### config.mk
export PLATFORM = sky130hd
export DESIGN_NAME = osset_cell
export DESIGN_NICKNAME = d
export VERILOG_FILES = /design/src/rtl/core/osset_pkg.sv /design/src/rtl/core/osset_cell.sv
export SDC_FILE = /design/constraint.sdc
export NUM_CORES = 1
export LEC_CHECK = 0
export ABC_CLOCK_PERIOD_IN_PS = 2550
export BUFFER_PORTS_ARGS = -buffer_cell sky130_fd_sc_hd__clkbuf_2
export CORE_MARGIN = 5
export CORE_UTILIZATION = 45
export CTS_CLUSTER_DIAMETER = 80
export DETAILED_ROUTE_END_ITERATION = 10
export GPL_ROUTABILITY_DRIVEN = 0
export HOLD_SLACK_MARGIN = 0.15
export PLACE_DENSITY = 0.88
export RECOVER_POWER = 100
export SLEW_MARGIN = 20
export SYNTH_ARGS = -nofsm -noshare
export SYNTH_HDL_FRONTEND = slang
export SYNTH_SLANG_ARGS = --single-unit
### constraint.sdc
create_clock -name clk -period 2.55 [get_ports clk]
set_clock_uncertainty 0.2 [all_clocks]
set_input_delay 0.1275 -clock clk [delete_from_list [all_inputs] [get_ports clk]]
set_output_delay 0.1275 -clock clk [all_outputs]
set_load 0.01 [all_outputs]
### src/rtl/core/osset_pkg.sv
// Shared types and constants for the order-statistic set.
`default_nettype none
package osset_pkg;

	localparam int KEY_W   = 32;
	localparam int RANK_W  = 8;
	localparam int COUNT_W = 7;

	localparam logic FUNC_INSERT = 1'b0;
	localparam logic FUNC_QUERY  = 1'b1;

	typedef enum logic [1:0] {
		STAT_OK    = 2'd0,
		STAT_DUP   = 2'd1,
		STAT_FULL  = 2'd2,
		STAT_RANGE = 2'd3
	} status_t;

	typedef enum logic [1:0] {
		ST_IDLE,
		ST_CMP,
		ST_UPD
	} state_t;

	// Per-cell compare result, handed to the neighbor and the top level.
	typedef struct packed {
		logic gt;
		logic eq;
	} cell_flags_t;

endpackage
`default_nettype wire

### src/rtl/core/osset_cell.sv
// One slot of the sorted chain: holds a key, compares it, shifts up on insert.
`default_nettype none
module osset_cell #(
	parameter int IDX = 0,
	parameter int AW  = 9
) (
	input  wire                          clk,
	input  wire                          cmp_en,
	input  wire                          shift_en,
	input  wire  [osset_pkg::KEY_W-1:0]  kin,
	input  wire  [AW-1:0]                cnt,
	input  wire  [AW-1:0]                rank,
	input  wire  [osset_pkg::KEY_W-1:0]  prev_key,
	input  osset_pkg::cell_flags_t       prev_flags,
	output logic [osset_pkg::KEY_W-1:0]  key_q,
	output osset_pkg::cell_flags_t       flags_q,
	output logic [osset_pkg::KEY_W-1:0]  pick_q
);
	import osset_pkg::*;

	localparam logic [AW-1:0] IDX_V  = AW'(IDX);
	localparam logic [AW-1:0] IDX_P1 = AW'(IDX + 1);

	logic occupied;

	assign occupied = IDX_V < cnt;

	always_ff @(posedge clk) begin
		if (cmp_en) begin
			// empty slots act as +infinity so the insert point is the first gt slot
			flags_q.gt <= !occupied || ($signed(key_q) > $signed(kin));
			flags_q.eq <= occupied && (key_q == kin);
			pick_q     <= (rank == IDX_P1) ? key_q : '0;
		end
		if (shift_en && flags_q.gt) begin
			key_q <= prev_flags.gt ? prev_key : kin;
		end
	end

endmodule
`default_nettype wire

==> results.sh, run 1 <==
export IMPL_cp_depth=7
export IMPL_grt_pass1_vias=3241
export IMPL_initial_core_util_pct=46.64
export IMPL_path_max_fanout=3
export IMPL_yosysUniqueCellTypes=27
export IMPL_hold_path_class="input pin to register"
export IMPL_dp_hpwl_um=6645
export IMPL_htree_levels=3
export IMPL_final_common_cell="clkbuf_2"
export IMPL_setup_tns_ps=0
export IMPL_die_x_um=96.93
export IMPL_syn_inst=301
export IMPL_clock_path_buffers=2
export IMPL_grt_pass1_wl_um=15990
export IMPL_rsz0062_at_grt="false"
export IMPL_antennaDiodeCount=0
export IMPL_drive_above_1_share_pct=19.81
export IMPL_antenna_left=0
export IMPL_status="complete, but fails checks"
export IMPL_wl_per_cell_um=15.89
export IMPL_worstSetupPathType="register to register"
export IMPL_insertion_delay_ps=330
export IMPL_synthesis_nets=420
export IMPL_setup_viol=0
export IMPL_synth_seq_cells=66
export IMPL_layout_area_overhead_vs_synth_pct=48.20
export IMPL_worst_pin_slew_ps=1878
export IMPL_via_per_inst=4.965
export IMPL_cts_tree="yes"
export IMPL_dpl_cell_count=544
export IMPL_p_per_area_nw_per_um2=556.8
export IMPL_dpl_worst_slack_ps=201.1
export IMPL_cp_start_kind="register"
export IMPL_dr_pass1_iters=4
export IMPL_ys_async_sr_fraction_pct=0
export IMPL_cp_arrival_ps=2240
export IMPL_synth_main_ff_cell="edfxtp_1"
export IMPL_finalWorstSetupSlack_ps=194.2
export IMPL_fin_cells=624
export IMPL_hold_depth=5
export IMPL_leakage_nw=2.216
export IMPL_drv_slew=35
export IMPL_max_slew_margin_pct=-25.22
export IMPL_min_period_ps=2356
export IMPL_fmax_mhz=424.5
export IMPL_fin_crit_sh_pct=92.38
export IMPL_cts_buffers=9
export IMPL_maxCapViolations=1
export IMPL_vias=3098
export IMPL_finalHoldViolations=0
export IMPL_timing_hold_ws_ps=223.5
export IMPL_num_rows=31
export IMPL_path_buf_inv=0
export IMPL_synth_edff_count=66
export IMPL_reg2regPathDepth=7
export IMPL_ys_warn_count=0
export IMPL_grt_max_degree=37
export IMPL_avgSynthCellArea_um2=11.30
export IMPL_drtIter0Drc=104
export IMPL_fin_util_pct=69.11
export IMPL_worst_path_max_delay_cell="edfxtp_1"
export IMPL_mostFrequentLayoutCells="clkbuf_2 (85), clkbuf_1 (71), edfxtp_1 (66)"
export IMPL_critPathRequiredTime_ps=2430
export IMPL_crit_path_end_kind="register"
export IMPL_grt_overflow_total=0
export IMPL_die_h_um=96.93
export IMPL_port_buffers=151
export IMPL_fp_dieArea_um2=9395
export IMPL_synthesis_area_um2=3401
export IMPL_wl_um=9916
export IMPL_post_cts_buffers=0
export IMPL_slowest_delay_ps=430
export IMPL_yosysSeqAreaShare_pct=58.28
export IMPL_irDropWorstVdd_uv=360.9
export IMPL_clock_sinks=66
export IMPL_clk_pin_slew_ps=70
export IMPL_grt_usage_pct=21.02
export IMPL_final_nets=639
export IMPL_path_delay_family="compound AO/OA/AOI/OAI gates"
export IMPL_path_cells="ha_1 > a21oi_1 > o21ai_0 > a22o_1 > or4_4 > a211oi_1 > nor2_1"
export IMPL_cts_root_buffer="clkbuf_8"
export IMPL_route_detailed_drc=0
export IMPL_antenna_found_initial=0
export IMPL_pin_count=153
export IMPL_core_area_um2=7292
export IMPL_violations="max-capacitance violations, max-slew violations"
flip-flops by register name, indices dropped and copies added (netlist names):
| signal | count |
|---|---|
| key_q | 32 |
| pick_q | 32 |
| flags_q | 2 |
power by group:
part	leakage [nW]	switching (mW)	internal, mW
registers	0.652	0.0352	1.27
logic	1.45	0.238	0.226
clock network	0.114	0.391	0.649
final cells by class:
type | count | area (um2)
fill | 597 | 2252
clock inverter | 5 | 102.6
multi-input combinational | 191 | 1247
timing repair buffer | 218 | 1325
tap | 99 | 123.9
clock buffer | 11 | 131.4
inverter | 34 | 127.6
sequential | 66 | 1982
synth_stat cells (2+ instances only):
cell type  instances  share of area [%]
ha_1              32                 12
nor2_1             6               0.66
nor4_1             3               0.55
a21o_1             2               0.44
clkbuf_1          10                1.1
inv_1             34                3.8
nand4_1            4               0.74
o21ai_0           34                5.0
a21oi_2            2               0.52
nor3_1             3               0.44
nand3_1            5               0.74
and2_1            33                6.1
a21oi_1           13                1.9
edfxtp_1          66                 58
nand2_1           42                4.6
layer usage:
| layer | GRT usage, % | vias to the layer above | wire length (um) |
|---|---|---|---|
| met1 | 23.29 | 1452 | 3848 |
| met2 | 38.27 | 124 | 5210 |
| met3 | 4.820 | 22 | 609 |
| met5 | 0 | - | 0 |
| met4 | 9.071 | 0 | 247 |
| li1 | - | 1500 | - |
worst register-to-register path, cell delays in order, from the launching register on:
cell	delay, ps
edfxtp_1	430
ha_1	320
a21oi_1	140
o21ai_0	160
a22o_1	210
or4_4	420
a211oi_1	180
nor2_1	70
worst paths after layout:
| path | start | endpoint | slack [ps] |
|---|---|---|---|
| max | key_q[17]$_DFFE_PP_ | flags_q[1]$_DFFE_PP_ | 190 |
| min | cnt[0] | flags_q[1]$_DFFE_PP_ | 220 |
| max reg2reg | key_q[17]$_DFFE_PP_ | flags_q[1]$_DFFE_PP_ | 190 |
| min reg2reg | key_q[5]$_DFFE_PP_ | pick_q[5]$_SDFFCE_PP0P_ | 390 |
per-stage QoR:
stage	cell area [um2]	total power [mW]
2_1_floorplan	3401	1.509
3_3_place_gp	4274	1.684
3_5_place_dp	4274	1.701
4_1_cts	5149	2.834
5_1_grt	5040	2.930
6_report	5040	2.806
repair_timing:
| item | 4_1_cts | 5_1_grt |
|---|---|---|
| hold buffers | 64 | 0 |
| endpoints found under the hold margin | 32 | 0 |
| gates resized for setup | 0 | 0 |
kinds of logic (layout without fill, tap and decap cells):
| logic type | Yosys count | in the layout | synth area share (%) |
|---|---|---|---|
| simple gates | 101 | 101 | 15.42 |
| flops | 66 | 66 | 58.28 |
| compound gates | 57 | 57 | 9.345 |
| buf+inv | 44 | 268 | 4.857 |
| fa+ha+maj | 32 | 32 | 11.77 |
| mux | 1 | 1 | 0.3311 |
No activity file was read; power rests on OpenSTA's default activity.
==> run 2: changes to the inputs <==
==> constraint.sdc (replaced) <==
create_clock -name clk -period 2.55 [get_ports clk]
set_clock_uncertainty 0.2 [all_clocks]
set_input_delay 0 -clock clk [delete_from_list [all_inputs] [get_ports clk]]
set_output_delay 0 -clock clk [all_outputs]
set_load 0.01 [all_outputs]
==> run 2 against run 1 <==
Net effect: the run still ends with max-capacitance violations, max-slew violations left; combinational power grew 4.5%; hold slack worse by 21 ps; sequential power hardly changed.
==> results.sh, run 2 (synthesized netlist as in run 1, its figures left out) <==
export IMPL_hp_start="kin[16]"
export IMPL_maxCapViolations=1
export IMPL_placed_area_um2=4274
export IMPL_violations="max-capacitance violations, max-slew violations"
export IMPL_worst_pin_slew_ps=1864
export IMPL_reg2reg_from="key_q[14]$_DFFE_PP_"
export IMPL_intPower_mw=2.057
export IMPL_p_per_area_nw_per_um2=526.6
export IMPL_largestRegisters="key_q (32), pick_q (32), flags_q (2)"
export IMPL_insertion_delay_ps=330
export IMPL_die_h_um=96.93
export IMPL_p_comb_share_pct=17.7
export IMPL_antenna_found_initial=2
export IMPL_final_common_cell="clkbuf_2"
export IMPL_fmax_mhz=409.5
export IMPL_hold_depth=6
export IMPL_initial_core_util_pct=46.64
export IMPL_pin_count=153
export IMPL_worstSetupPathType="register to register"
export IMPL_dpl_worst_slack_ps=152.2
export IMPL_grt_overflow_total=0
export IMPL_cp_arrival_ps=2330
export IMPL_max_slew_margin_pct=-24.26
export IMPL_clock_path_buffers=2
export IMPL_cts_tree="yes"
export IMPL_wl_per_cell_um=16.06
export IMPL_crit_path_end_kind="register"
export IMPL_top_layer_used="met4"
export IMPL_fin_crit_sh_pct=95.75
export IMPL_reg2regPathDepth=7
export IMPL_drv_slew=35
export IMPL_status="complete, but fails checks"
export IMPL_route_detailed_drc=0
export IMPL_via_per_inst=4.877
export IMPL_worst_path_max_delay_cell="edfxtp_1"
export IMPL_path_cells="ha_1 > a21oi_1 > nand2_1 > a221o_1 > a211o_1 > a211oi_1 > nor2_1"
export IMPL_htree_levels=3
export IMPL_antenna_left=0
export IMPL_finalWorstSetupSlack_ps=108.3
export IMPL_hold_path_class="input pin to register"
export IMPL_fin_area_um2=5187
export IMPL_final_nets=654
export IMPL_timing_hold_ws_ps=202.8
export IMPL_setup_viol=0
export IMPL_drive_above_1_share_pct=19.26
export IMPL_grt_usage_pct=21.52
export IMPL_worst_hold_path_endpoint="flags_q[0]$_DFFE_PP_"
export IMPL_switching_share_pct=24.69
export IMPL_clk_pin_slew_ps=70
export IMPL_cts_buffers=9
export IMPL_grt_pass1_vias=3317
export IMPL_min_period_ps=2442
export IMPL_sequentialPowerShare_pct=47.7
export IMPL_rrSetupSlack_ps=110
export IMPL_dp_hpwl_um=6783
export IMPL_fp_dieArea_um2=9395
export IMPL_dpl_cell_count=544
export IMPL_wl_met2_um=5441
export IMPL_clock_sinks=66
export IMPL_rsz0062_at_grt="false"
export IMPL_cp_start_kind="register"
export IMPL_layout_area_overhead_vs_synth_pct=52.54
export IMPL_wl_met1_um=3865
export IMPL_grt_max_degree=35
export IMPL_leakage_nw=2.262
export IMPL_r2r_end="flags_q[1]$_DFFE_PP_"
export IMPL_clkPwrFrac_pct=34.6
export IMPL_mostFrequentLayoutCells="clkbuf_2 (83), dlygate4sd3_1 (79), clkbuf_1 (72)"
export IMPL_wl_met3_um=571
export IMPL_port_buffers=151
export IMPL_critPathRequiredTime_ps=2440
export IMPL_die_x_um=96.93
export IMPL_slowest_delay_ps=430
export IMPL_power_switching_uw=674.4
export IMPL_wl_um=10290
export IMPL_core_area_um2=7292
export IMPL_path_max_fanout=3
export IMPL_grt_pass1_wl_um=16040
export IMPL_vias=3126
export IMPL_dr_pass1_iters=4
export IMPL_setup_tns_ps=0
export IMPL_finalHoldViolations=0
export IMPL_num_rows=31
export IMPL_fin_cells=641
export IMPL_cts_root_buffer="clkbuf_8"
export IMPL_irDropWorstVdd_uv=285.5
export IMPL_drtIter0Drc=87
## run 2: per-layer routing
layer / vias up / global-route usage, %
met5: - / 0
met2: 122 / 39.65
met3: 35 / 4.460
li1: 1531 / -
met4: 0 / 11.88
met1: 1438 / 22.62
## run 2: cell type report
| type | instances | area, um2 |
|---|---|---|
| Tap cell | 99 | 123.9 |
| Timing Repair Buffer | 233 | 1476 |
| Sequential cell | 66 | 1982 |
| Clock inverter | 5 | 78.83 |
| Antenna cell | 2 | 5.005 |
| Inverter | 34 | 127.6 |
| Clock buffer | 11 | 131.4 |
| Fill cell | 589 | 2105 |
| Multi-Input combinational cell | 191 | 1262 |
## run 2: how the worst max path moves through the flow
stage,startpoint,slack (ps),end
final,key_q[14]$_DFFE_PP_,110,flags_q[1]$_DFFE_PP_
after global routing,key_q[14]$_DFFE_PP_,2,flags_q[1]$_DFFE_PP_
after CTS,key_q[14]$_DFFE_PP_,130,flags_q[1]$_DFFE_PP_
after detailed placement,key_q[14]$_DFFE_PP_,150,flags_q[1]$_DFFE_PP_
after global placement,key_q[5]$_DFFE_PP_,230,flags_q[1]$_DFFE_PP_
after floorplan,key_q[23]$_DFFE_PP_,290,flags_q[1]$_DFFE_PP_
## run 2: metrics by stage
stage	utilization, %	power, mW
2_1_floorplan	-	1.509
4_1_cts	72.34	2.752
3_3_place_gp	58.61	1.683
6_report	71.14	2.732
5_1_grt	71.14	2.854
3_5_place_dp	58.61	1.703
## run 2: timing repair
action,4_1_cts,5_1_grt
hold buffers,79,0
endpoints found under the hold margin,33,0
setup buffers,0,0
gates resized for setup,0,2
setup endpoints to repair,0,1
## run 2: power by group through the flow
stage | sequential, mW | clock (mW) | combinational [mW]
after floorplan | 1.35 | 0 | 0.163
after global routing | 1.31 | 1.01 | 0.535
final | 1.30 | 0.944 | 0.485
after global placement | 1.32 | 0 | 0.364
after CTS | 1.30 | 0.961 | 0.491
after detailed placement | 1.32 | 0 | 0.378
## run 2: worst max-delay path: cells and delay by family (launching register included)
kind | cells | cell delay, ps
compound gates | 4 | 1050
fa+ha+maj | 1 | 340
simple gates | 2 | 180
flops | 1 | 430
==> run 3: changes to the inputs <==
==> constraint.sdc (replaced) <==
create_clock -name clk -period 2.55 [get_ports clk]
set_clock_uncertainty 0.2 [all_clocks]
set_input_delay 0.6375 -clock clk [delete_from_list [all_inputs] [get_ports clk]]
set_output_delay 0.6375 -clock clk [all_outputs]
set_load 0.01 [all_outputs]
==> run 3 against run 2 <==
Net effect: the flow now finishes without violations; hold slack better by 180 ps; clock-buffer cell count fell by 2; routed wire length fell by 17%; die area is the same; register-to-register slack better by 80 ps; via count is 10% lower; total power fell by 9.2%; highest routed layer unchanged.
==> results.sh, run 3 (synthesized netlist as in run 1, its figures left out) <==
export IMPL_finalHoldViolations=0
export IMPL_clock_sinks=66
export IMPL_dpl_worst_slack_ps=-166.9
export IMPL_crit_path_end_kind="register"
export IMPL_initial_core_util_pct=46.64
export IMPL_num_rows=31
export IMPL_leakage_nw=1.966
export IMPL_max_slew_margin_pct=21.78
export IMPL_fin_total_pwr_mw=2.481
export IMPL_p_comb_share_pct=15.1
export IMPL_route_detailed_drc=0
export IMPL_largestRegisters="key_q (32), pick_q (32), flags_q (2)"
export IMPL_wl_um=8526
export IMPL_grt_max_degree=35
export IMPL_worst_pin_slew_ps=1173
export IMPL_hold_buffers=0
export IMPL_cp_start_kind="input pin"
export IMPL_intPower_mw=1.858
export IMPL_insertion_delay_ps=330
export IMPL_fmax_mhz=422.0
export IMPL_htree_levels=3
export IMPL_cp_arrival_ps=2250
export IMPL_power_switching_uw=623.2
export IMPL_grt_overflow_total=0
export IMPL_grt_pass1_wl_um=13880
export IMPL_antennaDiodeCount=0
export IMPL_cts_root_buffer="clkbuf_8"
export IMPL_rsz0062_at_grt="false"
export IMPL_dr_pass1_iters=4
export IMPL_critPathRequiredTime_ps=2430
export IMPL_hold_path_class="input pin to register"
export IMPL_pin_count=153
export IMPL_path_buf_inv=2
export IMPL_path_delay_family="compound AO/OA/AOI/OAI gates"
export IMPL_timing_hold_ws_ps=379.4
export IMPL_fin_crit_sh_pct=92.93
export IMPL_drive_above_1_share_pct=23.98
export IMPL_setup_viol=0
export IMPL_fin_util_pct=60.57
export IMPL_dp_hpwl_um=6749
export IMPL_grt_pass1_vias=2979
export IMPL_finalWorstSetupSlack_ps=180.2
export IMPL_final_common_cell="clkbuf_2"
export IMPL_worst_path_max_delay_cell="or4_4"
export IMPL_drtIter0Drc=98
export IMPL_post_cts_buffers=0
export IMPL_clk_pin_slew_ps=70
export IMPL_slowest_delay_ps=420
export IMPL_final_nets=583
export IMPL_die_x_um=96.93
export IMPL_cts_tree="yes"
export IMPL_grt_usage_pct=18.27
export IMPL_min_period_ps=2370
export IMPL_fp_dieArea_um2=9395
export IMPL_layout_area_overhead_vs_synth_pct=29.88
export IMPL_path_cells="clkbuf_2 > inv_1 > ha_1 > a21oi_1 > o21ai_0 > a22o_1 > or4_4 > a211oi_1 > nor2_1"
export IMPL_cts_buffers=9
export IMPL_clkPwrFrac_pct=32.4
export IMPL_drv_slew=0
export IMPL_antenna_left=0
export IMPL_vias=2800
export IMPL_mostFrequentLayoutCells="clkbuf_2 (86), clkbuf_1 (68), edfxtp_1 (66)"
export IMPL_ctsResizeCount=0
export IMPL_antenna_found_initial=0
export IMPL_p_per_area_nw_per_um2=561.7
export IMPL_status="complete, no violations"
export IMPL_clock_path_buffers=2
export IMPL_setup_tns_ps=0
export IMPL_rrSetupSlack_ps=190
export IMPL_switching_share_pct=25.12
export IMPL_path_max_fanout=2
export IMPL_worstSetupPathType="input pin to register"
export IMPL_core_area_um2=7292
export IMPL_wl_per_cell_um=15.06
export IMPL_die_h_um=96.93
export IMPL_port_buffers=151
export IMPL_irDropWorstVdd_uv=262.1
export IMPL_via_per_inst=4.947
export IMPL_sequentialPowerShare_pct=52.5
export IMPL_maxCapViolations=0
-- run 3: power groups by stage --
stage | Sequential [mW] | Combinational (mW) | Clock [mW]
floorplan | 1.35 | 0.163 | 0
global placement | 1.32 | 0.382 | 0
detailed placement | 1.32 | 0.396 | 0
CTS | 1.30 | 0.398 | 0.819
global route | 1.31 | 0.423 | 0.871
finish | 1.30 | 0.375 | 0.804
-- run 3: per-layer routing --
layer	track usage, %	wire length (um)	up-vias
li1	-	-	1384
met1	20.65	3382	1289
met2	31.48	4283	105
met3	6.115	617	22
met4	7.667	243	0
met5	0	0	-
-- run 3: final timing paths --
kind,start,end,cells past startpoint
worst max register to register,key_q[17]$_DFFE_PP_,flags_q[1]$_DFFE_PP_,7
worst min register to register,key_q[0]$_DFFE_PP_,pick_q[0]$_SDFFCE_PP0P_,1
worst max-delay path,kin[17],flags_q[1]$_DFFE_PP_,9
worst min-delay path,prev_key[7],key_q[7]$_DFFE_PP_,3
-- run 3: final cells by class --
| class | instances | area, um2 |
|---|---|---|
| clock buffers | 9 | 123.9 |
| clock inverters | 5 | 47.55 |
| fillers | 664 | 2875 |
| inverters | 34 | 127.6 |
| multi-input cells | 191 | 1254 |
| flip-flops and latches | 66 | 1982 |
| well taps | 99 | 123.9 |
| repair buffers | 162 | 758.2 |
-- run 3: per-stage QoR --
step	cells	cell area [um2]
4_1_cts	566	4531
3_5_place_dp	552	4359
6_report	566	4417
3_3_place_gp	552	4359
5_1_grt	566	4417
2_1_floorplan	301	3401
-- run 3: worst min-delay path: cells and delay by family --
kind / cells / cell delay (ps)
buffers and inverters: 1 / 70
AND/OR/NAND/NOR: 1 / 40
AO/OA/AOI/OAI: 1 / 50
